File: src/hw/rtl/artc_pkg.sv
package artc_pkg;

    // Default reply capacity in bytes and depth of the blank run counter.
    localparam int ARTC_CAPACITY    = 1024;
    localparam int ARTC_BLANK_DEPTH = 12;

    // Depth of the queue between the classifier and the matcher.
    localparam int QUEUE_DEPTH = 2;

    // Width of the captured byte count shown on the result.
    localparam int CAPTURED_W = 10;

    // Match position saturates here.
    localparam logic [3:0] POS_MAX = 4'd15;

    // Characters with a special role.
    localparam logic [7:0] CHAR_TAB   = 8'h09;
    localparam logic [7:0] CHAR_LF    = 8'h0a;
    localparam logic [7:0] CHAR_CR    = 8'h0d;
    localparam logic [7:0] CHAR_SPACE = 8'h20;
    localparam logic [7:0] CHAR_TILDE = 8'h7e;

    // Final result patterns. OK gives ok, the rest give error, and the two
    // extended error codes only need to match as a line prefix.
    localparam int PAT_COUNT = 7;
    localparam int PAT_MAX   = 11;
    localparam int PAT_OK    = 0;
    localparam int PAT_CME   = 2;
    localparam int PAT_CMS   = 3;

    localparam logic [3:0] PAT_LEN [PAT_COUNT] =
        '{4'd2, 4'd5, 4'd11, 4'd11, 4'd10, 4'd9, 4'd4};

    // Each string is right aligned in its vector, first character highest.
    localparam logic [8*PAT_MAX-1:0] PAT_TEXT [PAT_COUNT] =
        '{"OK", "ERROR", "+CME ERROR:", "+CMS ERROR:",
          "NO CARRIER", "NO ANSWER", "BUSY"};

    typedef enum logic [1:0] {
        ST_WAIT    = 2'd0,
        ST_OK      = 2'd1,
        ST_ERROR   = 2'd2,
        ST_INVALID = 2'd3
    } status_t;

    typedef enum logic [1:0] {
        CLS_TEXT  = 2'd0,
        CLS_BLANK = 2'd1,
        CLS_LF    = 2'd2,
        CLS_BAD   = 2'd3
    } byte_class_t;

    typedef struct packed {
        logic [7:0] data_byte;
        logic       start_req;
        logic       transport_fault;
    } artc_in_t;

    typedef struct packed {
        status_t               status;
        logic                  overflow;
        logic                  finished;
        logic [CAPTURED_W-1:0] captured;
    } artc_out_t;

    // One classified item as it waits in the queue.
    typedef struct packed {
        logic [7:0]  data_byte;
        byte_class_t byte_class;
        logic        start_req;
        logic        transport_fault;
    } artc_entry_t;

    // Character at position pos of pattern idx; the caller keeps pos below
    // the pattern length.
    function automatic logic [7:0] pat_char(input int idx, input logic [3:0] pos);
        logic [3:0] sel;
        sel = PAT_LEN[idx] - 4'd1 - pos;
        return PAT_TEXT[idx][{sel, 3'b000} +: 8];
    endfunction

endpackage

File: src/hw/rtl/at_reply_terminal_classifier_unit.sv
// An accepted item is queued; when popped, its result is written to the output register.
// Throughput: one item per cycle unless stalled; all seven patterns update combinationally.
// A two-entry queue between classifier and matcher and an output register decouple stalls.
// Reset (rst_n low, asynchronous) clears status, overflow, count and line match state.
// No clearing pass is needed; the block accepts items directly after reset.
module at_reply_terminal_classifier_unit
    import artc_pkg::*;
#(
    parameter int CAPACITY    = ARTC_CAPACITY,
    parameter int BLANK_DEPTH = ARTC_BLANK_DEPTH
)
(
    input  logic      clk,
    input  logic      rst_n,
    input  logic      byte_valid,
    output logic      byte_stall,
    input  artc_in_t  byte_item,
    output logic      result_valid,
    input  logic      result_stall,
    output artc_out_t result_item
);

    artc_entry_t front_entry;
    artc_entry_t q_entry;
    logic        q_valid;
    logic        q_pop;

    // Byte classification.
    artc_front u_front (
        .item  (byte_item),
        .entry (front_entry)
    );

    // Queue between the classifier and the matcher.
    artc_queue u_queue (
        .clk        (clk),
        .rst_n      (rst_n),
        .push_valid (byte_valid),
        .full       (byte_stall),
        .push_entry (front_entry),
        .pop_valid  (q_valid),
        .pop        (q_pop),
        .pop_entry  (q_entry)
    );

    // Pattern matcher and reply status.
    artc_back #(
        .CAPACITY    (CAPACITY),
        .BLANK_DEPTH (BLANK_DEPTH)
    ) u_back (
        .clk          (clk),
        .rst_n        (rst_n),
        .q_valid      (q_valid),
        .q_entry      (q_entry),
        .q_pop        (q_pop),
        .result_valid (result_valid),
        .result_stall (result_stall),
        .result_item  (result_item)
    );

endmodule

File: src/hw/rtl/artc_front.sv
module artc_front
    import artc_pkg::*;
(
    input  artc_in_t    item,
    output artc_entry_t entry
);

    byte_class_t byte_class;

    // Sort the byte into line end, blank, printable text or illegal.
    always_comb
    begin
        priority if (item.data_byte == CHAR_LF)
        begin
            byte_class = CLS_LF;
        end
        else if (item.data_byte == CHAR_SPACE || item.data_byte == CHAR_TAB ||
                 item.data_byte == CHAR_CR)
        begin
            byte_class = CLS_BLANK;
        end
        else if (item.data_byte > CHAR_SPACE && item.data_byte <= CHAR_TILDE)
        begin
            byte_class = CLS_TEXT;
        end
        else
        begin
            byte_class = CLS_BAD;
        end
    end

    // Pack the classified item for the queue.
    always_comb
    begin
        entry.data_byte       = item.data_byte;
        entry.byte_class      = byte_class;
        entry.start_req       = item.start_req;
        entry.transport_fault = item.transport_fault;
    end

endmodule

File: src/hw/rtl/artc_queue.sv
module artc_queue
    import artc_pkg::*;
(
    input  logic        clk,
    input  logic        rst_n,
    input  logic        push_valid,
    output logic        full,
    input  artc_entry_t push_entry,
    output logic        pop_valid,
    input  logic        pop,
    output artc_entry_t pop_entry
);

    localparam int PTR_W = (QUEUE_DEPTH > 1) ? $clog2(QUEUE_DEPTH) : 1;
    localparam int CNT_W = $clog2(QUEUE_DEPTH + 1);

    artc_entry_t      mem [QUEUE_DEPTH];
    logic [PTR_W-1:0] wr_ptr_reg;
    logic [PTR_W-1:0] wr_ptr_next;
    logic [PTR_W-1:0] rd_ptr_reg;
    logic [PTR_W-1:0] rd_ptr_next;
    logic [CNT_W-1:0] count_reg;
    logic [CNT_W-1:0] count_next;
    logic             push;

    assign full      = (count_reg == CNT_W'(QUEUE_DEPTH));
    assign pop_valid = (count_reg != '0);
    assign push      = push_valid && !full;
    assign pop_entry = mem[rd_ptr_reg];

    // Pointer and fill count updates.
    always_comb
    begin
        wr_ptr_next = wr_ptr_reg;
        rd_ptr_next = rd_ptr_reg;
        count_next  = count_reg;
        if (push)
        begin
            wr_ptr_next = (wr_ptr_reg == PTR_W'(QUEUE_DEPTH - 1)) ? '0
                                                                   : wr_ptr_reg + PTR_W'(1);
        end
        if (pop)
        begin
            rd_ptr_next = (rd_ptr_reg == PTR_W'(QUEUE_DEPTH - 1)) ? '0
                                                                   : rd_ptr_reg + PTR_W'(1);
        end
        if (push && !pop)
        begin
            count_next = count_reg + CNT_W'(1);
        end
        else if (pop && !push)
        begin
            count_next = count_reg - CNT_W'(1);
        end
    end

    always_ff @(posedge clk or negedge rst_n)
    begin
        if (!rst_n)
        begin
            wr_ptr_reg <= '0;
            rd_ptr_reg <= '0;
            count_reg  <= '0;
        end
        else
        begin
            wr_ptr_reg <= wr_ptr_next;
            rd_ptr_reg <= rd_ptr_next;
            count_reg  <= count_next;
        end
    end

    // Entry storage.
    always_ff @(posedge clk)
    begin
        if (push)
        begin
            mem[wr_ptr_reg] <= push_entry;
        end
    end

endmodule

File: src/hw/rtl/artc_back.sv
module artc_back
    import artc_pkg::*;
#(
    parameter int CAPACITY    = ARTC_CAPACITY,
    parameter int BLANK_DEPTH = ARTC_BLANK_DEPTH
)
(
    input  logic        clk,
    input  logic        rst_n,
    input  logic        q_valid,
    input  artc_entry_t q_entry,
    output logic        q_pop,
    output logic        result_valid,
    input  logic        result_stall,
    output artc_out_t   result_item
);

    localparam int CNT_W  = $clog2(CAPACITY);
    localparam int PEND_W = $clog2(BLANK_DEPTH + 1);
    localparam int SUM_W  = PEND_W + 2;

    typedef struct packed {
        logic [PAT_COUNT-1:0] mask;
        logic [3:0]           pos;
        logic [1:0]           hits;
    } line_t;

    localparam line_t LINE_CLEAR = '{mask: '1, pos: '0, hits: '0};

    status_t           status_reg;
    status_t           status_next;
    logic              ovf_reg;
    logic              ovf_next;
    logic [CNT_W-1:0]  cnt_reg;
    logic [CNT_W-1:0]  cnt_next;
    line_t             line_reg;
    line_t             line_next;
    logic              content_reg;
    logic              content_next;
    logic [PEND_W-1:0] pend_reg;
    logic [PEND_W-1:0] pend_next;
    logic [7:0]        blank_reg;
    logic [7:0]        blank_next;
    logic              out_valid_reg;
    logic              out_valid_next;
    artc_out_t         out_reg;
    artc_out_t         out_next;

    // One character step of every live pattern.
    function automatic line_t feed(input line_t s, input logic [7:0] c);
        line_t r;
        r = s;
        for (int i = 0; i < PAT_COUNT; i++)
        begin
            if (s.mask[i])
            begin
                if (s.pos < PAT_LEN[i] && pat_char(i, s.pos) == c)
                begin
                    if (s.pos == PAT_LEN[i] - 4'd1)
                    begin
                        if (i == PAT_CME)
                        begin
                            r.hits[0] = 1'b1;
                        end
                        if (i == PAT_CMS)
                        begin
                            r.hits[1] = 1'b1;
                        end
                    end
                end
                else
                begin
                    r.mask[i] = 1'b0;
                end
            end
        end
        if (s.pos != POS_MAX)
        begin
            r.pos = s.pos + 4'd1;
        end
        return r;
    endfunction

    // Outcome of a completed line.
    function automatic status_t line_result(input line_t m, input logic content);
        status_t r;
        r = ST_WAIT;
        if (content)
        begin
            if (m.mask[PAT_OK] && m.pos == PAT_LEN[PAT_OK])
            begin
                r = ST_OK;
            end
            else if (m.hits != 2'b00)
            begin
                r = ST_ERROR;
            end
            else
            begin
                for (int i = 1; i < PAT_COUNT; i++)
                begin
                    if (i != PAT_CME && i != PAT_CMS && m.mask[i] &&
                        m.pos == PAT_LEN[i])
                    begin
                        r = ST_ERROR;
                    end
                end
            end
        end
        return r;
    endfunction

    assign q_pop        = q_valid && (!out_valid_reg || !result_stall);
    assign result_valid = out_valid_reg;
    assign result_item  = out_reg;

    // Reply state update for the item at the head of the queue.
    // No pattern has two blanks in a row, so a held run of two or more
    // blanks kills every candidate and only advances the position.
    always_comb
    begin
        status_t                 cur_status;
        logic                    cur_ovf;
        logic [CNT_W-1:0]        cur_cnt;
        line_t                   cur_line;
        logic                    cur_content;
        logic [PEND_W-1:0]       cur_pend;
        line_t                   flushed;
        logic [SUM_W-1:0]        pos_sum;
        status_t                 found;
        logic [CNT_W+CAPTURED_W-1:0] cnt_wide;

        if (q_entry.start_req)
        begin
            cur_status  = ST_WAIT;
            cur_ovf     = 1'b0;
            cur_cnt     = '0;
            cur_line    = LINE_CLEAR;
            cur_content = 1'b0;
            cur_pend    = '0;
        end
        else
        begin
            cur_status  = status_reg;
            cur_ovf     = ovf_reg;
            cur_cnt     = cnt_reg;
            cur_line    = line_reg;
            cur_content = content_reg;
            cur_pend    = pend_reg;
        end

        status_next  = cur_status;
        ovf_next     = cur_ovf;
        cnt_next     = cur_cnt;
        line_next    = cur_line;
        content_next = cur_content;
        pend_next    = cur_pend;
        blank_next   = blank_reg;

        flushed = cur_line;
        pos_sum = SUM_W'(cur_line.pos) + SUM_W'(cur_pend);
        if (cur_pend != '0)
        begin
            flushed = feed(cur_line, blank_reg);
        end
        if (cur_pend > PEND_W'(1))
        begin
            flushed.mask = '0;
            flushed.pos  = (pos_sum > SUM_W'(POS_MAX)) ? POS_MAX : pos_sum[3:0];
        end
        found = line_result(cur_line, cur_content);

        if (q_entry.transport_fault)
        begin
            status_next = ST_INVALID;
        end
        else if (cur_ovf || cur_cnt == CNT_W'(CAPACITY - 1))
        begin
            ovf_next = 1'b1;
        end
        else
        begin
            cnt_next = cur_cnt + CNT_W'(1);
            unique case (q_entry.byte_class)
                CLS_BAD:
                begin
                    status_next = ST_INVALID;
                end
                CLS_LF:
                begin
                    if (cur_status != ST_INVALID)
                    begin
                        if (found != ST_WAIT)
                        begin
                            status_next = (cur_status != ST_WAIT) ? ST_INVALID : found;
                        end
                        line_next    = LINE_CLEAR;
                        content_next = 1'b0;
                        pend_next    = '0;
                    end
                end
                CLS_BLANK:
                begin
                    if (cur_status != ST_INVALID && cur_content &&
                        cur_pend < PEND_W'(BLANK_DEPTH))
                    begin
                        if (cur_pend == '0)
                        begin
                            blank_next = q_entry.data_byte;
                        end
                        pend_next = cur_pend + PEND_W'(1);
                    end
                end
                CLS_TEXT:
                begin
                    if (cur_status != ST_INVALID)
                    begin
                        line_next    = feed(flushed, q_entry.data_byte);
                        content_next = 1'b1;
                        pend_next    = '0;
                    end
                end
                default:
                begin
                    status_next = cur_status;
                end
            endcase
        end

        cnt_wide          = {{CAPTURED_W{1'b0}}, cnt_next};
        out_next.status   = status_next;
        out_next.overflow = ovf_next;
        out_next.finished = ovf_next || (status_next != ST_WAIT);
        out_next.captured = cnt_wide[CAPTURED_W-1:0];
    end

    // The output register holds a result while the consumer stalls it.
    always_comb
    begin
        out_valid_next = q_pop || (out_valid_reg && result_stall);
    end

    always_ff @(posedge clk or negedge rst_n)
    begin
        if (!rst_n)
        begin
            status_reg    <= ST_WAIT;
            ovf_reg       <= 1'b0;
            cnt_reg       <= '0;
            line_reg      <= LINE_CLEAR;
            content_reg   <= 1'b0;
            pend_reg      <= '0;
            out_valid_reg <= 1'b0;
        end
        else
        begin
            out_valid_reg <= out_valid_next;
            if (q_pop)
            begin
                status_reg  <= status_next;
                ovf_reg     <= ovf_next;
                cnt_reg     <= cnt_next;
                line_reg    <= line_next;
                content_reg <= content_next;
                pend_reg    <= pend_next;
            end
        end
    end

    // Held blank and result payload.
    always_ff @(posedge clk)
    begin
        if (q_pop)
        begin
            blank_reg <= blank_next;
            out_reg   <= out_next;
        end
    end

`ifndef SYNTHESIS
    a_ovf_sticky: assert property (@(posedge clk) disable iff (!rst_n)
        ovf_reg && !(q_pop && q_entry.start_req) |=> ovf_reg)
        else $error("overflow cleared without a start request");

    a_invalid_sticky: assert property (@(posedge clk) disable iff (!rst_n)
        (status_reg == ST_INVALID) && !(q_pop && q_entry.start_req)
        |=> (status_reg == ST_INVALID))
        else $error("invalid status left without a start request");

    a_cnt_bound: assert property (@(posedge clk) disable iff (!rst_n)
        cnt_reg <= CNT_W'(CAPACITY - 1))
        else $error("byte count passed capacity");

    a_finished: assert property (@(posedge clk) disable iff (!rst_n)
        out_valid_reg |-> (out_reg.finished ==
                           (out_reg.overflow || out_reg.status != ST_WAIT)))
        else $error("finished flag disagrees with status and overflow");
`endif

endmodule

File: config.mk
export PLATFORM = sky130hd
export DESIGN_NAME = at_reply_terminal_classifier_unit
export DESIGN_NICKNAME = d
export VERILOG_FILES = /design/src/hw/rtl/artc_pkg.sv /design/src/hw/rtl/at_reply_terminal_classifier_unit.sv /design/src/hw/rtl/artc_front.sv /design/src/hw/rtl/artc_queue.sv /design/src/hw/rtl/artc_back.sv
export SDC_FILE = /design/constraint.sdc
export NUM_CORES = 1
export LEC_CHECK = 0
export ABC_CLOCK_PERIOD_IN_PS = 7790
export BUFFER_PORTS_ARGS = -buffer_cell sky130_fd_sc_hd__buf_2
export CAP_MARGIN = 20
export CELL_PAD_IN_SITES_DETAIL_PLACEMENT = 1
export CELL_PAD_IN_SITES_GLOBAL_PLACEMENT = 2
export CORE_UTILIZATION = 39
export CTS_CLUSTER_DIAMETER = 120
export DETAILED_ROUTE_END_ITERATION = 16
export HOLD_SLACK_MARGIN = 0.1
export PLACE_DENSITY_LB_ADDON = 0.1
export SLEW_MARGIN = 20
export SYNTH_ARGS = -nofsm -noshare
export SYNTH_HDL_FRONTEND = slang
export SYNTH_SLANG_ARGS = --single-unit
File: constraint.sdc
create_clock -name clk -period 7.79 [get_ports clk]
set_clock_uncertainty 0.05 [all_clocks]
set_input_delay 0.3895 -clock clk [delete_from_list [all_inputs] [get_ports clk]]
set_output_delay 0.3895 -clock clk [all_outputs]
set_load 0.05 [all_outputs]
==> impl_metrics.json, run 1 <==
{
  "status": "complete, no violations",
  "post-cts-setup-buffer-count": 0,
  "powerDensity_mw_per_mm2": 286.6,
  "grt_pass1_wl_um": 39130,
  "synthFlopType": "edfxtp_1",
  "timing.rr.start": "u_queue.rd_ptr_reg",
  "syn_area_mm2": 0.007322,
  "grt_max_degree": 47,
  "cap_violations": 0,
  "n_antenna_cell": 0,
  "start_kind": "flop",
  "reg2regPathDepth": 20,
  "grt_use_total_pct": 26.12,
  "synth_cells": 860,
  "ys_warn_count": 0,
  "drcViolationCount": 0,
  "endpoint_kind": "flop",
  "min_period_over_period_pct": 84.48,
  "area_delta_synth_final_pct": 8.595,
  "design_area_mm2": 0.007951,
  "synth_top_area_cell": "edfxtp_1",
  "yosysSeqAreaShare_pct": 31.29,
  "p_leak_nw": 3.127,
  "ys_top_cells_by_area": "edfxtp_1, dfrtp_1, ha_1, nand2_1, xnor2_1",
  "relSlewSlack_pct": 31.08,
  "fmax_mhz": 151.9,
  "rsz0062_at_grt": "no",
  "num_vias": 6693,
  "cts_root_buf": "clkbuf_16",
  "drt-wirelength-per-cell_um": 22.41,
  "layout.nets": 927,
  "clock_latency_ns": 0.35,
  "drive_above_1_share_pct": 11.88,
  "cts_buffers": 9,
  "place_hpwl_um": 18820,
  "synth-edff-count": 46,
  "die-height_um": 139.0,
  "wl_um": 24570,
  "clkSinkCount": 82,
  "syn-num-nets": 925,
  "cts_resized": 0,
  "critPathBufInv": 5,
  "critPathTopFamily": "simple AND/OR/NAND/NOR gates",
  "critPathMaxFanout": 46,
  "drv_slew": 0,
  "grt_pass1_vias": 6900,
  "fp-row-count": 49,
  "avgViaCountPerCell": 6.107,
  "synth.top_cell.area_share_pct": 18.87,
  "path_class": "flop to flop",
  "finalHoldViolations": 0,
  "fin_crit_ns": 6.581,
  "fp.dieW_um": 139.0,
  "holdBufCountCts": 0,
  "ir_drop_uv": 132.7,
  "first_pass_iters": 7,
  "setup_violations": 0,
  "worst_pin_slew_ns": 1.033,
  "path_clk_slew_ns": 0.07,
  "syn_area_per_cell_um2": 8.514,
  "fp.dieArea_mm2": 0.01933,
  "place.gp.congestion": 0.9243,
  "ys_async_sr_fraction_pct": 43.90,
  "tritoncts": "yes",
  "largest_register_ffs": 24,
  "reg2reg_slack_ns": 1.21,
  "synth_cell_type_count": 93,
  "core_mm2": 0.01821,
  "r2r_end": "u_back.line_reg[8]",
  "worst_path_most_repeated_cell": "inv_1",
  "antenna_found_initial": 1,
  "ant_nets": 0,
  "placed_cell_area_mm2": 0.007632,
  "worstPathArrival_ns": 6.81,
  "drtIter0Drc": 414,
  "pin_count": 30,
  "globalRoute.totalOverflow": 0,
  "hp-class": "input pin to async pin",
  "clockBufferDepth": 2,
  "cp_cell_sequence": "buf_4 > mux2i_4 > buf_4 > nand2_1 > inv_1 > ha_1 > a21o_1 > a21oi_1 > o32ai_1 > and2_1 > inv_1 > ha_1 > inv_1 > o221ai_2 > a211oi_1 > nor2_1 > o211ai_1 > nand4b_1 > nor4_1 > o22a_1",
  "worstPathRequired_ns": 8.02,
  "cp_slowest_cell": "a211oi_1",
  "initial_core_util_pct": 40.21,
  "tns_ns": 0,
  "port_buffers": 29,
  "ys_ff_latch": 82,
  "cts_htree_levels": 3,
  "critPathMaxStageDelay_ns": 0.58
}
-- report_power, final --
part	leakage, nW	internal, mW	switching [mW]	total [mW]
Clock	0.153	0.258	0.204	0.462
Combinational	2.09	0.360	0.802	1.16
Sequential	0.885	0.586	0.0684	0.655
Total	3.13	1.20	1.07	2.28
-- cell type report --
class,instances,area [um2]
Sequential cell,82,2291
Fill cell,2179,10260
Tap cell,229,286.5
Inverter,37,140.1
Clock inverter,7,93.84
Multi-Input combinational cell,694,4702
Clock buffer,9,225.2
Timing Repair Buffer,38,212.7
-- layout by cell type, fill, tap and decap left out, drive strengths merged, types with 14 or more instances in the layout --
cell type  netlist  final
a21oi           55     55
a31oi           16     16
buf             17     38
dfrtp           29     29
edfxtp          46     46
ha              51     51
inv             36     40
mux2i           21     21
nand2          103    103
nand3           32     32
nand4           17     17
nor2            76     76
nor3            23     23
o211ai          14     14
o21ai           46     46
xnor2           40     40
xor2            18     18
-- metrics by stage --
stage	worst slack, ns	total power, mW	hold WS [ns]	utilization [%]	std cells
after CTS	1.338	2.295	0.1423	43.67	1096
after detailed placement	1.374	1.824	0.4088	41.92	1080
after global routing	0.7677	2.406	0.1667	43.67	1096
final	1.209	2.278	0.1108	43.67	1096
after floorplan	2.306	1.465	0.04391	-	860
after global placement	1.442	1.788	0.4015	41.92	1080
-- cells in the mapped netlist, types with 9 or more instances --
cell / instances
o22ai_1: 9
nor2_1: 74
or3_1: 9
mux2i_1: 21
edfxtp_1: 46
xnor2_1: 39
inv_1: 34
a31oi_1: 16
nand4_1: 17
nand3_1: 31
clkbuf_1: 30
nor3_1: 21
and3_1: 13
o21ai_0: 41
nand2_1: 102
and2_1: 11
nor4_1: 11
xor2_1: 18
a21oi_1: 52
nor2b_1: 9
o211ai_1: 14
ha_1: 51
dfrtp_1: 29
-- cell families (layout without fill, tap and decap cells) --
family | after synthesis | in the layout | synth area share, %
buffers and inverters | 84 | 91 | 4.716
AND/OR/NAND/NOR | 327 | 327 | 21.89
AO/OA/AOI/OAI | 228 | 228 | 21.96
XOR/XNOR | 58 | 58 | 7.194
flip-flops | 82 | 82 | 31.29
adder cells (fa/ha/maj) | 52 | 52 | 8.852
multiplexers | 29 | 29 | 4.101
-- metal layers --
| metal | vias to the layer above | track usage, % | routed length, um | share of wire [%] |
|---|---|---|---|---|
| li1 | 3186 | - | - | - |
| met1 | 3340 | 33.51 | 11390 | 46 |
| met2 | 115 | 44.47 | 11700 | 48 |
| met3 | 50 | 4.075 | 721 | 2.9 |
| met4 | 2 | 9.298 | 737 | 3.0 |
| met5 | - | 0 | 14 | 0.057 |
-- worst max-delay path by stage --
stage	from	to	slack, ns	cells after the start
3_5_place_dp	u_queue.rd_ptr_reg	u_back.line_reg[9]	1.37	20
2_1_floorplan	u_queue.rd_ptr_reg	u_back.line_reg[11]	2.31	25
6_report	u_queue.rd_ptr_reg	u_back.line_reg[8]	1.21	20
3_3_place_gp	u_queue.rd_ptr_reg	u_back.line_reg[8]	1.44	20
5_1_grt	u_queue.rd_ptr_reg	u_back.line_reg[8]	0.77	20
4_1_cts	u_queue.rd_ptr_reg	u_back.line_reg[9]	1.34	20
Power figures use the tool's default switching activity.
==> run 2: changes to the inputs <==
--- a/config.mk
+++ b/config.mk
@@ -5,7 +5,7 @@
 export SDC_FILE = /design/constraint.sdc
 export NUM_CORES = 1
 export LEC_CHECK = 0
-export ABC_CLOCK_PERIOD_IN_PS = 7790
+export ABC_CLOCK_PERIOD_IN_PS = 6400
 export BUFFER_PORTS_ARGS = -buffer_cell sky130_fd_sc_hd__buf_2
 export CAP_MARGIN = 20
 export CELL_PAD_IN_SITES_DETAIL_PLACEMENT = 1
==> constraint.sdc (replaced) <==
create_clock -name clk -period 6.4 [get_ports clk]
set_clock_uncertainty 0.05 [all_clocks]
set_input_delay 0.32 -clock clk [delete_from_list [all_inputs] [get_ports clk]]
set_output_delay 0.32 -clock clk [all_outputs]
set_load 0.05 [all_outputs]
==> impl_metrics.json, run 2 (synthesis results as in run 1) <==
{
  "tritoncts": "yes",
  "wl_met1_um": 11270,
  "layout.area.seq_mm2": 0.002291,
  "finalPower_mw": 2.800,
  "start_kind": "flop",
  "hp-class": "input pin to flop",
  "globalRoute.totalOverflow": 0,
  "first_pass_iters": 13,
  "port_buffers": 29,
  "multi_input_area_mm2": 0.004705,
  "drtIter0Drc": 456,
  "endpoint_kind": "flop",
  "largest_register_ffs": 24,
  "cts_root_buf": "clkbuf_16",
  "wl_um": 25060,
  "status": "complete, no violations",
  "critPathMaxStageDelay_ns": 0.44,
  "clockBufferDepth": 2,
  "antenna_found_initial": 1,
  "rsz0062_at_grt": "no",
  "fin_crit_ns": 5.558,
  "grt_use_total_pct": 26.68,
  "fin_cells": 1104,
  "fmax_mhz": 179.9,
  "final_common_cell": "nand2_1",
  "ant_nets": 0,
  "ir_drop_uv": 172.4,
  "path_class": "flop to flop",
  "route.met2.wl_um": 12090,
  "grt_pass1_vias": 6926,
  "fp-row-count": 49,
  "nFillCells": 2141,
  "tns_ns": 0,
  "worst_pin_slew_ns": 1.088,
  "worstPathRequired_ns": 6.63,
  "min_period_over_period_pct": 86.84,
  "dr.max_layer_used": "met5",
  "cts_htree_levels": 3,
  "setup_violations": 0,
  "clkSinkCount": 82,
  "die-height_um": 139.0,
  "initial_core_util_pct": 40.21,
  "clock_latency_ns": 0.34,
  "post-place-cells": 1087,
  "relSlewSlack_pct": 27.47,
  "layout_common_cells": "nand2_1, nor2_1, a21oi_1, ha_1, edfxtp_1",
  "core_mm2": 0.01821,
  "wl_met3_um": 982,
  "grt_pass1_wl_um": 39500,
  "final_util_pct": 44.08,
  "powerDensity_mw_per_mm2": 348.8,
  "fp.dieW_um": 139.0,
  "avgViaCountPerCell": 6.175,
  "critPathMaxFanout": 10,
  "area_delta_synth_final_pct": 9.621,
  "place.gp.congestion": 0.9471,
  "pin_count": 30,
  "drv_slew": 0,
  "num_vias": 6817,
  "grt_max_degree": 37,
  "cts_buffers": 9,
  "p_leak_nw": 3.174,
  "drt-wirelength-per-cell_um": 22.70,
  "layout.nets": 935,
  "timing.hold.ws_ns": 0.1275,
  "place_hpwl_um": 19050,
  "fp.dieArea_mm2": 0.01933,
  "drcViolationCount": 0,
  "cp_cell_sequence": "mux2i_4 > nand2_1 > inv_1 > ha_1 > ha_1 > a221oi_1 > o211ai_1 > or3_1 > nand2_1 > inv_1 > ha_1 > inv_1 > ha_1 > inv_1 > o21ai_0 > xnor2_1 > nand3_1 > nor2_1 > mux2i_1 > nor4_1 > o22a_1",
  "n_antenna_cell": 0,
  "finalHoldViolations": 0,
  "cap_violations": 0,
  "drive_above_1_share_pct": 12.57,
  "worstPathArrival_ns": 5.79,
  "path_clk_slew_ns": 0.06,
  "cp_slowest_cell": "dfrtp_1"
}
run 2: changes by cell type in the layout (fill, tap and decap cells not counted):
cell / delta
buf_4: +7
bufinv_16: +1
clkbuf_1: +1
clkbuf_8: +1
clkinv_4: +1
clkinv_8: -1
clkinvlp_4: -1
dlygate4sd3_1: +1
inv_8: -2
nor2_1: -1
nor2_2: +1
run 2: timing repair:
| action | 4_1_cts | 5_1_grt |
|---|---|---|
| setup buffers | 0 | 0 |
| gates resized for setup | 0 | 0 |
| hold buffers | 1 | 0 |
| endpoints found under the hold margin | 1 | 0 |
run 2: worst max-delay path: cells and delay by family, from the launching register on:
family                   cells  cell delay [ns]
flip-flops                   1             0.44
adder cells (fa/ha/maj)      4             1.22
multiplexers                 2             0.35
AND/OR/NAND/NOR              6             1.62
XOR/XNOR                     1             0.24
AO/OA/AOI/OAI                4             0.85
buffers and inverters        4             0.70
run 2: where the power goes:
part	internal (mW)	leakage [nW]	switching, mW
combinational	0.447	2.13	0.988
clock	0.356	0.161	0.218
sequential	0.714	0.885	0.0768
total	1.52	3.17	1.28
run 2: per-layer routing:
| layer | vias to the layer above | GRT usage, % |
|---|---|---|
| li1 | 3190 | - |
| met1 | 3412 | 33.71 |
| met2 | 164 | 45.75 |
| met3 | 49 | 4.454 |
| met4 | 2 | 9.591 |
| met5 | - | 0 |
run 2: stage by stage:
stage                     area, um2  setup slack (ns)
after floorplan                7322            0.9162
after global placement         7685            0.9633
after detailed placement       7685            0.8741
after CTS                      8024            0.8296
after global routing           8026            0.2517
final                          8026            0.8424
run 2: final timing paths:
check / from / end / slack, ns / cells after the start
setup / recovery: u_queue.rd_ptr_reg / u_back.line_reg[8] / 0.84 / 21
hold / removal: byte_item[0] / u_queue.mem[1][0] / 0.13 / 1
setup reg to reg: u_queue.rd_ptr_reg / u_back.line_reg[8] / 0.84 / 21
hold reg to reg: u_back.cnt_reg[1] / u_back.cnt_reg[1] / 0.44 / 2
max in group asynchronous: rst_n / u_back.content_reg / 5.09 / 2
min in group asynchronous: rst_n / u_back.cnt_reg[2] / 0.61 / 2
run 2: area by class of cell:
cell class,instances,share of cell area [%]
clock buffer,11,3.024
clock inverter,5,1.076
inverter,37,1.746
multi-input combinational,694,58.61
sequential,82,28.54
tap,229,3.570
timing repair buffer,46,3.429
==> run 3: changes to the inputs <==
--- a/config.mk
+++ b/config.mk
@@ -14,7 +14,7 @@
 export CTS_CLUSTER_DIAMETER = 120
 export DETAILED_ROUTE_END_ITERATION = 16
 export HOLD_SLACK_MARGIN = 0.1
-export PLACE_DENSITY_LB_ADDON = 0.1
+export PLACE_DENSITY = 0.78
 export SLEW_MARGIN = 20
 export SYNTH_ARGS = -nofsm -noshare
 export SYNTH_HDL_FRONTEND = slang
==> impl_metrics.json, run 3 (synthesis results as in run 1) <==
{
  "status": "complete, no violations",
  "cts_htree_levels": 3,
  "cts_root_buf": "clkbuf_16",
  "die-height_um": 139.0,
  "drive_above_1_share_pct": 12.88,
  "cp_slowest_cell": "nor4_1",
  "port_buffers": 29,
  "core_mm2": 0.01821,
  "worstPathRequired_ns": 6.64,
  "cap_violations": 0,
  "grtUsageMet2_pct": 43.09,
  "grt_max_degree": 37,
  "layout_common_cells": "nand2_1, nor2_1, a21oi_1, ha_1, edfxtp_1",
  "pin_count": 30,
  "final_common_cell": "nand2_1",
  "relSlewSlack_pct": 30.52,
  "top_usage_layer": "met2",
  "drtIter0Drc": 496,
  "setup_violations": 0,
  "timing.rr.start": "u_queue.rd_ptr_reg",
  "largest_register_ffs": 24,
  "grt_pass1_vias": 6915,
  "worst_path_most_repeated_cell": "inv_1",
  "cp_cell_sequence": "mux2i_4 > buf_4 > nand2_1 > inv_1 > ha_1 > o21ai_0 > o211ai_1 > or3_1 > and2_1 > inv_1 > ha_1 > inv_1 > o221ai_2 > a211o_1 > a31o_1 > o21ai_0 > nand4b_1 > nor4_1 > o22a_1",
  "grt_use_total_pct": 26.15,
  "path_class": "flop to flop",
  "critPathTopFamily": "compound AO/OA/AOI/OAI gates",
  "globalRoute.totalOverflow": 0,
  "timing.hold.ws_ns": 0.1101,
  "ir_drop_uv": 152.1,
  "tritoncts": "yes",
  "n_antenna_cell": 0,
  "worst_pin_slew_ns": 1.041,
  "hp-start": "byte_item[0]",
  "critPathBufInv": 4,
  "finalHoldViolations": 0,
  "hp-class": "input pin to flop",
  "cp-startpoint": "u_queue.rd_ptr_reg",
  "drt-wirelength-per-cell_um": 22.58,
  "start_kind": "flop",
  "rsz0062_at_grt": "no",
  "worstPathArrival_ns": 6.23,
  "num_vias": 6770,
  "antenna_found_initial": 1,
  "drv_slew": 0,
  "grt_util_met3_pct": 4.213,
  "fp.dieArea_mm2": 0.01933,
  "critPathMaxFanout": 27,
  "clock_latency_ns": 0.35,
  "final.setup.worst_slack_ns": 0.4108,
  "drcViolationCount": 0,
  "p_leak_nw": 3.170,
  "area_delta_synth_final_pct": 9.552,
  "min_period_over_period_pct": 93.58,
  "endpoint_kind": "flop",
  "first_pass_iters": 7,
  "fp.dieW_um": 139.0,
  "fmax_mhz": 167.0,
  "fp-row-count": 49,
  "powerDensity_mw_per_mm2": 346.0,
  "layout.nets": 937,
  "post-cts-setup-buffer-count": 0,
  "fin_crit_ns": 5.989,
  "critPathMaxStageDelay_ns": 0.62,
  "clockBufferDepth": 2,
  "initial_core_util_pct": 40.21,
  "cts_buffers": 9,
  "dp_slack_ns": 0.4691,
  "place.gp.congestion": 0.9088,
  "finalPower_mw": 2.776,
  "path_clk_slew_ns": 0.07,
  "grtUsageMet1_pct": 34.41,
  "ant_nets": 0,
  "avgViaCountPerCell": 6.121,
  "clkSinkCount": 82,
  "tns_ns": 0,
  "wl_um": 24970,
  "grt_pass1_wl_um": 38960,
  "place_hpwl_um": 18930
}
run 3: changes by cell type in the layout (fill, tap and decap cells not counted), sizes merged:
cell    delta
buf        +2
clkbuf     -1
clkinv     +2
bufinv     -1
run 3: area by class of cell:
class,instances,area [um2]
clock buffers,10,229.0
clock inverters,6,73.82
fillers,2159,10190
inverters,37,140.1
multi-input cells,694,4711
flip-flops and latches,82,2291
well taps,229,286.5
repair buffers,48,290.3
run 3: metal layers:
layer | share of wire [%] | vias to the layer above
met5 | 0.052 | -
met4 | 3.0 | 2
met3 | 4.8 | 44
met2 | 47 | 179
met1 | 45 | 3353
li1 | - | 3192
run 3: worst reg2reg max path: cells and delay by family, from the launching register on:
kind                       cells  cell delay (ns)
and+or+nand+nor                5             1.73
AOI/OAI and AO/OA              7             1.79
adders and majority gates      2             0.52
DFF                            1             0.44
buffers and inverters          4             1.06
muxes                          1             0.35
run 3: repair_timing:
| action | CTS | global route |
|---|---|---|
| endpoints found under the hold margin | 29 | 0 |
| setup endpoints to repair | 0 | 3 |
| gates resized for setup | 0 | 1 |
| hold buffers | 1 | 0 |
run 3: path summary, 6_finish.rpt:
| path | end | slack (ns) | cells past startpoint |
|---|---|---|---|
| max | u_back.line_reg[8] | 0.41 | 19 |
| min | u_queue.mem[1][0] | 0.11 | 1 |
| max reg2reg | u_back.line_reg[8] | 0.41 | 19 |
| min reg2reg | u_back.cnt_reg[1] | 0.43 | 2 |
| max in group asynchronous | u_back.cnt_reg[1] | 5.11 | 2 |
| min in group asynchronous | u_back.cnt_reg[2] | 0.59 | 2 |
run 3: stage by stage:
stage	area (um2)	utilization [%]	instances
after CTS	8013	44.00	1106
after detailed placement	7700	42.29	1089
after global routing	8021	44.05	1106
after floorplan	7322	-	860
final	8021	44.05	1106
after global placement	7700	42.29	1089
run 3: power by group:
part | internal (mW) | switching, mW | leakage [nW]
Clock | 0.308 | 0.235 | 0.148
Sequential | 0.714 | 0.0734 | 0.885
Combinational | 0.454 | 0.992 | 2.14
